<file path="src/assert_macros.svh">
// assertion macros included by the top-level rtl file
`ifndef ASSERT_MACROS_SVH
`define ASSERT_MACROS_SVH

`ifndef SYNTH

// same-cycle implication, sampled on clk, ignored while rst_n is low
`define ASSERT_IMPLIES(lbl, ante, cons, msg) \
    lbl: assert property (@(posedge clk) disable iff (!rst_n) (ante) |-> (cons)) \
        else $error(msg);

// next-cycle implication, sampled on clk, ignored while rst_n is low
`define ASSERT_NEXT(lbl, ante, cons, msg) \
    lbl: assert property (@(posedge clk) disable iff (!rst_n) (ante) |=> (cons)) \
        else $error(msg);

`else

`define ASSERT_IMPLIES(lbl, ante, cons, msg)
`define ASSERT_NEXT(lbl, ante, cons, msg)

`endif

`endif

</file>
<file path="src/tkst_pkg.sv">
// types and constants of the top-k sorted score table
`timescale 1ns / 1ps

package tkst_pkg;

    localparam int TABLE_SLOTS = 16;
    localparam int CNT_W       = $clog2(TABLE_SLOTS + 1);

    localparam int CMD_W   = 2;
    localparam int SCORE_W = 32;
    localparam int TAG_W   = 16;
    localparam int POS_W   = 8;
    localparam int ECNT_W  = 5;

    localparam int S_DATA_W = 64;
    localparam int M_DATA_W = 88;

    localparam logic [CMD_W-1:0] CMD_ADD   = 2'd0;
    localparam logic [CMD_W-1:0] CMD_READ  = 2'd1;
    localparam logic [CMD_W-1:0] CMD_CLEAR = 2'd2;

    typedef logic signed [SCORE_W-1:0] score_t;
    typedef logic        [TAG_W-1:0]   tag_t;

    // control broadcast from the top level to every cell
    typedef struct packed {
        logic write_en;
        logic head_ins;
        logic tail_ins;
    } cell_ctrl_t;

    // result item, last field in the lowest bits
    typedef struct packed {
        logic              accepted;
        logic [ECNT_W-1:0] entry_count;
        score_t            top_score;
        logic              entry_valid;
        tag_t              entry_tag;
        score_t            entry_score;
    } result_t;

endpackage

</file>
<file path="src/tkst_cell.sv">
// one rank of the sorted table: holds an entry, compares and shifts
`timescale 1ns / 1ps

module tkst_cell (
    input  logic                clk,
    input  tkst_pkg::cell_ctrl_t ctrl,
    input  logic                slot_used,
    input  tkst_pkg::score_t    new_score,
    input  tkst_pkg::tag_t      new_tag,
    input  tkst_pkg::score_t    prev_score,
    input  tkst_pkg::tag_t      prev_tag,
    input  logic                prev_shift,
    output tkst_pkg::score_t    score,
    output tkst_pkg::tag_t      tag,
    output logic                shift,
    output logic                gt,
    output logic                ge
);
    import tkst_pkg::*;

    score_t score_reg;
    score_t score_next;
    tag_t   tag_reg;
    tag_t   tag_next;

    assign gt = score_reg > new_score;
    assign ge = score_reg >= new_score;

    // this rank sits at or behind the insertion point
    assign shift = ctrl.head_ins | ~slot_used | (~ctrl.tail_ins & ~gt);

    always_comb
    begin
        score_next = score_reg;
        tag_next   = tag_reg;
        if (ctrl.write_en && shift)
        begin
            if (prev_shift)
            begin
                score_next = prev_score;
                tag_next   = prev_tag;
            end
            else
            begin
                score_next = new_score;
                tag_next   = new_tag;
            end
        end
    end

    always_ff @(posedge clk)
    begin
        score_reg <= score_next;
        tag_reg   <= tag_next;
    end

    assign score = score_reg;
    assign tag   = tag_reg;

endmodule

</file>
<file path="src/top_k_sorted_score_table_unit.sv">
// top level of the top-k sorted score table
`timescale 1ns / 1ps

// usage
//   input stream s_*: one command per transfer (add, read, clear); every
//   accepted command gives exactly one result transfer on m_*
//   the table is a row of cells, one per rank; on an add every cell compares
//   the offered score with its own entry in parallel and the cells behind the
//   insertion point take their upper neighbour's entry, so the lowest entry
//   falls off the end of a full table
//   result: registered, it appears in the cycle after its command is accepted
//   throughput: one command per cycle while m_tready stays high, set by the
//   single compare-and-shift step of the cell row; a new command is taken in
//   the same cycle as the previous result transfer
//   receiver stall: m_tvalid holds with its data and s_tready drops until
//   the waiting result is taken
//   reset: rst_n low zeroes the stored count and drops m_tvalid; entries and
//   result data are never cleared, only the stored count
//   reads at or beyond the stored count return zeros with entry_valid low

module top_k_sorted_score_table_unit (
    input  logic                          clk,
    input  logic                          rst_n,
    input  logic                          s_tvalid,
    output logic                          s_tready,
    // cmd[1:0], new_score[33:2], player_tag[49:34], read_position[57:50]
    input  logic [tkst_pkg::S_DATA_W-1:0] s_tdata,
    output logic                          m_tvalid,
    input  logic                          m_tready,
    // entry_score[31:0], entry_tag[47:32], entry_valid[48], top_score[80:49],
    // entry_count[85:81], accepted[86]
    output logic [tkst_pkg::M_DATA_W-1:0] m_tdata
);
    import tkst_pkg::*;

    localparam int CMP_W = (POS_W > CNT_W) ? POS_W : CNT_W;

    // unpacked input fields
    logic [CMD_W-1:0] cmd;
    score_t           new_score;
    tag_t             player_tag;
    logic [POS_W-1:0] read_position;

    assign cmd           = s_tdata[1:0];
    assign new_score     = s_tdata[33:2];
    assign player_tag    = s_tdata[49:34];
    assign read_position = s_tdata[57:50];

    logic s_fire;
    assign s_fire = s_tvalid & s_tready;

    // stored count, the only control state of the table besides m_tvalid
    logic [CNT_W-1:0] count_reg;
    logic [CNT_W-1:0] count_next;

    // per-rank signals of the cell row
    score_t                 cell_score [TABLE_SLOTS];
    tag_t                   cell_tag   [TABLE_SLOTS];
    logic [TABLE_SLOTS-1:0] slot_used;
    logic [TABLE_SLOTS-1:0] cell_shift;
    logic [TABLE_SLOTS-1:0] cell_gt;
    logic [TABLE_SLOTS-1:0] cell_ge;

    cell_ctrl_t ctrl;
    logic       table_full;
    logic       add_ok;
    logic       add_taken;

    // insertion point rules: new score goes to the head when it reaches the
    // top score or the table is empty, to the tail when every stored score is
    // at least as high, otherwise ahead of the first entry not above it
    assign table_full    = (count_reg == CNT_W'(TABLE_SLOTS));
    assign add_ok        = ~table_full | ~cell_ge[TABLE_SLOTS-1];
    assign add_taken     = s_fire & (cmd == CMD_ADD) & add_ok;
    assign ctrl.write_en = add_taken;
    assign ctrl.head_ins = (count_reg == '0) | ~cell_gt[0];
    assign ctrl.tail_ins = &(cell_ge | ~slot_used);

    genvar gi;
    generate
        for (gi = 0; gi < TABLE_SLOTS; gi++)
        begin : g_cell
            assign slot_used[gi] = (count_reg > CNT_W'(gi));

            if (gi == 0)
            begin : g_head
                tkst_cell u_cell (
                    .clk        (clk),
                    .ctrl       (ctrl),
                    .slot_used  (slot_used[gi]),
                    .new_score  (new_score),
                    .new_tag    (player_tag),
                    .prev_score (new_score),
                    .prev_tag   (player_tag),
                    .prev_shift (1'b0),
                    .score      (cell_score[gi]),
                    .tag        (cell_tag[gi]),
                    .shift      (cell_shift[gi]),
                    .gt         (cell_gt[gi]),
                    .ge         (cell_ge[gi])
                );
            end
            else
            begin : g_body
                tkst_cell u_cell (
                    .clk        (clk),
                    .ctrl       (ctrl),
                    .slot_used  (slot_used[gi]),
                    .new_score  (new_score),
                    .new_tag    (player_tag),
                    .prev_score (cell_score[gi-1]),
                    .prev_tag   (cell_tag[gi-1]),
                    .prev_shift (cell_shift[gi-1]),
                    .score      (cell_score[gi]),
                    .tag        (cell_tag[gi]),
                    .shift      (cell_shift[gi]),
                    .gt         (cell_gt[gi]),
                    .ge         (cell_ge[gi])
                );
            end
        end
    endgenerate

    // count update; a full table keeps its count when an entry is inserted
    always_comb
    begin
        count_next = count_reg;
        if (s_fire)
        begin
            case (cmd)
                CMD_ADD:
                begin
                    if (add_taken && !table_full)
                    begin
                        count_next = count_reg + CNT_W'(1);
                    end
                end
                CMD_CLEAR:
                begin
                    count_next = '0;
                end
                default:
                begin
                    count_next = count_reg;
                end
            endcase
        end
    end

    // read port: one rank selected by the requested position
    logic   rd_hit;
    score_t rd_score;
    tag_t   rd_tag;

    assign rd_hit = (cmd == CMD_READ) &
                    (CMP_W'(read_position) < CMP_W'(count_reg));

    always_comb
    begin
        rd_score = '0;
        rd_tag   = '0;
        for (int i = 0; i < TABLE_SLOTS; i++)
        begin
            if (rd_hit && read_position == POS_W'(i))
            begin
                rd_score = cell_score[i];
                rd_tag   = cell_tag[i];
            end
        end
    end

    // top score after this command
    score_t top_next;

    always_comb
    begin
        if (count_next == '0)
        begin
            top_next = '0;
        end
        else if (add_taken && cell_shift[0])
        begin
            top_next = new_score;
        end
        else
        begin
            top_next = cell_score[0];
        end
    end

    // output register
    result_t res_reg;
    result_t res_next;
    logic    m_tvalid_reg;

    always_comb
    begin
        res_next.entry_score = rd_score;
        res_next.entry_tag   = rd_tag;
        res_next.entry_valid = rd_hit;
        res_next.top_score   = top_next;
        res_next.entry_count = ECNT_W'(count_next);
        res_next.accepted    = add_taken;
    end

    assign s_tready = ~m_tvalid_reg | m_tready;

    always_ff @(posedge clk or negedge rst_n)
    begin
        if (!rst_n)
        begin
            count_reg    <= '0;
            m_tvalid_reg <= 1'b0;
        end
        else
        begin
            count_reg <= count_next;
            if (s_tready)
            begin
                m_tvalid_reg <= s_tvalid;
            end
        end
    end

    always_ff @(posedge clk)
    begin
        if (s_fire)
        begin
            res_reg <= res_next;
        end
    end

    assign m_tvalid = m_tvalid_reg;
    assign m_tdata  = {{(M_DATA_W - $bits(result_t)){1'b0}}, res_reg};

`include "assert_macros.svh"

    `ASSERT_IMPLIES(a_count_in_range, 1'b1, count_reg <= CNT_W'(TABLE_SLOTS), "count beyond table size")
    `ASSERT_IMPLIES(a_add_no_entry, m_tvalid_reg && res_reg.accepted, !res_reg.entry_valid, "add result carries an entry")
    `ASSERT_NEXT(a_clear_empties, s_fire && cmd == CMD_CLEAR, count_reg == '0 && res_reg.top_score == '0, "clear left entries")
    `ASSERT_NEXT(a_insert_counts, add_taken, count_reg != '0 && res_reg.accepted && m_tvalid_reg, "insert lost")

endmodule

</file>
<file path="config.mk">
export PLATFORM = sky130hd
export DESIGN_NAME = top_k_sorted_score_table_unit
export DESIGN_NICKNAME = d
export VERILOG_FILES = /design/src/tkst_pkg.sv /design/src/tkst_cell.sv /design/src/top_k_sorted_score_table_unit.sv
export VERILOG_INCLUDE_DIRS = /design/src /design/src/src
export SDC_FILE = /design/constraint.sdc
export NUM_CORES = 2
export LEC_CHECK = 0
export ABC_AREA = 1
export BUFFER_PORTS_ARGS = -buffer_cell sky130_fd_sc_hd__buf_2
export CELL_PAD_IN_SITES_DETAIL_PLACEMENT = 1
export CELL_PAD_IN_SITES_GLOBAL_PLACEMENT = 2
export CORE_MARGIN = 4
export CORE_UTILIZATION = 39
export DETAILED_ROUTE_END_ITERATION = 7
export HOLD_SLACK_MARGIN = 0.1
export PLACE_DENSITY = 0.8
export SYNTH_ARGS = -nofsm -noshare
export SYNTH_HDL_FRONTEND = slang
export SYNTH_SLANG_ARGS = --single-unit
export TNS_END_PERCENT = 30
</file>
<file path="constraint.sdc">
create_clock -name clk -period 6.15 [get_ports clk]
set_input_delay 1.5375 -clock clk [delete_from_list [all_inputs] [get_ports clk]]
set_output_delay 1.5375 -clock clk [all_outputs]
set_load 0.1 [all_outputs]
</file>
==> summary.txt <==
Global route
  • First-pass GRT wire length: ~300 mm
  • Initial antenna violation count: 5
  • Total grt overflow: 0
  • Vias in the first global route: 50100
  • GR Util All Layers: 0.258
  • Largest net degree at the start of global routing: roughly 80

Cells and area
  • Fraction of layout cells with a size suffix above 1: 0.100
  • Area of the multi-input gates: approximately 0.028 mm^2
  • Nets@finish: 7592
  • Leading cell type in the layout, fill and taps excluded: nand2_1
  • Layout area overhead: 14.1%
  • Register area: ~0.026 mm^2
  • Fillers: ~17000
  • Commonest non-fill, non-tap cells in the layout: 2515 x nand2_1, 823 x edfxtp_1, 788 x nand3_1
  • Number of flip-flops under the largest register name: 480

Pwr
  • Sequential share of power: 0.373
  • Logic pwr share: 0.320
  • Maximum VDD drop: between 400 and 500 uV
  • Pwr Density: between 300 and 400 mW/mm^2
  • Pleak: between 0.02 and 0.03 uW
  • Switching Share: 0.372
  • Clock power frac: 0.307
  • P_sw: 7650 uW
  • Final Power: 20500 uW
  • P_int: about 13000 uW

Clock tree
  • TritonCTS Sinks: ~860
  • Number of gates resized after CTS: 0
  • Worst-path clk slew: about 0.06 ns
  • Post-CTS Setup Inserts: 0
  • CTS Hold Bufs: 0
  • CTS tree: yes
  • Max Buffers Root-to-Sink: 3
  • Clk root buf: clkbuf_16
  • Clk_lat worst skew: between 0.7 and 0.8 ns
  • Htree depth: 3
  • CTS buffer count: 105

STA
  • Setup ws final: 0.810 ns
  • Fin crit period: between 5 and 6 ns
  • Max_slew headroom: 0.119
  • Final hold vios: 0
  • Tcrit/Tclk final: 0.868
  • Slew @ Worst Pin: about 1.3 ns
  • Max Clock Freq: approximately 0.19 GHz
  • Final Skew: 0.0388 ns
  • RSZ-0062 raised after global routing: false
  • Final Setup Violations: 0
  • Fin. max-slew vios: 0
  • Hold WS: ~0.52 ns

Drt
  • First-pass detailed-route iteration total: 5
  • WL/cell: between 20 and 25 um
  • Routed Wire Length: slightly below 200 mm
  • Via density: 5.39
  • DR vias: slightly below 50000
  • Drt initial violations: around 3100
  • Routed Antenna Nets: 0
  • Drt drc: 0

Synth
  • Top cells by area, synth: edfxtp_1 44%, nand2_1 17%, ha_1 12%
  • Commonest register cell after synthesis: edfxtp_1
  • Share of the synthesized area in the top cell type: 0.438
  • Ys async rst share: 0.00697
  • Post-Synthesis Cells: a little under 7000
  • Synth Area per Inst: 8.21 um^2
  • Post-synth EDFFs: roughly 820
  • #FFs+latches synth: 861
  • Number of synthesis warnings: 0
  • Syn Nets: roughly 7500
  • Yosys cell types: 61
  • Synth area leader: edfxtp_1
  • Post-synthesis cell area: 0.0564 mm^2
  • Sequential share of the synthesized area: 0.452

Worst hold path
  • Worst Hold Launch: g_cell[15].g_body.u_cell.tag[2]
  • Hold Path Class: flop to flop

Critical path
  • CP endpoint kind: flop
  • Critical Path RT: about 6.6 ns
  • Critical Path Start: s_tdata[10]
  • CP startpoint kind: input pin
  • WS Path Type: input pin to flop
  • Arrival time worst endpoint: approximately 5.7 ns
  • Reg-to-Reg Start: count_reg[1]
  • Crit-path max FO: 28

Floorplan
  • Core Area: between 0.1 and 0.15 mm^2
  • Starting Density: 0.393
  • Die ar.: 0.151 mm^2
  • IO Pins: ~160
  • Die height: a little under 400 um
  • Die Span X: just under 400 um
  • # rows: approximately 140

Place
  • Dpl hpwl: around 160 mm
  • RD Place Congestion: 0.929
  • Number of I/O port buffers: 150
  • Place WS: between 0.15 and 0.2 ns

Job
  • Max Cap Viol: 0

Status
  • Status: finished, final reports clean
==> power by group through the flow <==
stage / logic, uW / registers (uW) / clock network (uW)
after CTS: 6590 / 7660 / 6440
after global placement: 6310 / 7760 / 0
final: 6560 / 7660 / 6310
after detailed placement: 6560 / 7780 / 0
after global routing: 7290 / 7720 / 6680
after floorplan: 3920 / 8320 / 0
==> cells by family (layout without fill, tap and decap cells) <==
family                     Yosys count  after routing  share of synthesized area
AOI/OAI and AO/OA                  754            754                     0.0759
and+or+nand+nor                   3951           3951                      0.297
DFF                                861            861                      0.452
muxes                                3              3                   0.000532
buffers and inverters              777            992                     0.0584
other                                1              6                  0.0000665
adders and majority gates          521            521                      0.116
xor gates and xnor gates             5              5                   0.000776
==> critical path, stage by stage <==
cell and delay (ns):
buf_2 0.38, inv_1 0.51, ha_1 0.47, nand2_1 0.05, nor3_1 0.27, buf_4 0.21
nand2_1 0.06, o2111ai_1 0.16, nand2_1 0.20, nand3b_1 0.22, nand3_1 0.39, a21boi_1 0.26
buf_4 0.21, inv_1 0.10, buf_12 0.17, a21oi_4 0.20, buf_12 0.22
==> area by class of cell <==
type | instances | share of cell area
Multi-Input combinational cell | 5235 | 0.436
Clock buffer | 129 | 0.0431
Antenna cell | 5 | 0.000194
Clock inverter | 63 | 0.0101
Inverter | 390 | 0.0228
Timing Repair Buffer | 410 | 0.0545
Sequential cell | 861 | 0.396
Tap cell | 1903 | 0.0370
==> synth_stat cells, types with 4 or more instances <==
cell	number
o21bai_4	7
a21oi_1	401
o2111ai_1	6
buf_1	13
o21ai_1	33
a211oi_1	12
nor4_2	11
dfrtp_1	6
edfxtp_1	823
nor4_1	23
o21ai_2	5
xor2_1	4
nor2_1	308
clkinv_1	5
dfxtp_1	32
o21ai_0	183
o21a_1	19
nand3b_1	17
buf_2	99
nor3_1	47
nand4_1	141
nand2_1	2518
buf_4	30
o211ai_1	20
clkbuf_1	226
a21o_1	6
ha_1	521
o21bai_1	6
o221ai_1	17
a221oi_1	11
or2_2	62
buf_6	19
and2_1	7
inv_1	382
or2_0	9
nor3b_1	6
a31oi_1	7
nand3_1	789
==> per-layer routing <==
metal  track usage  vias to the layer above  routed length, um
met5             0                        -                  0
met4        0.0786                        0               6660
met3        0.0259                      257               7590
met2         0.424                      970              90500
met1         0.359                    23500              93000
li1              -                    23800                  -
==> through the flow <==
step / TNS, ns / instance area (um^2) / util / cells
floorplan: -202.97 / 56400 / - / 6873
global placement: 0 / 60900 / 0.424 / 8799
detailed placement: 0 / 60900 / 0.424 / 8799
CTS: 0 / 64300 / 0.448 / 8991
global route: 0 / 64300 / 0.448 / 8993
finish: 0 / 64300 / 0.448 / 8996
==> worst paths after layout <==
path	end	slack [ns]	cells past startpoint
setup reg to reg	m_tdata[25]	1.57	25
setup / recovery	g_cell[14].g_body.u_cell.score[11]	0.81	17
min in group asynchronous	count_reg[3]	0.68	1
max in group asynchronous	count_reg[4]	5.25	1
hold reg to reg	m_tdata[34]	0.52	2
hold / removal	m_tdata[34]	0.52	2
(Power assumes the default switching activity.)
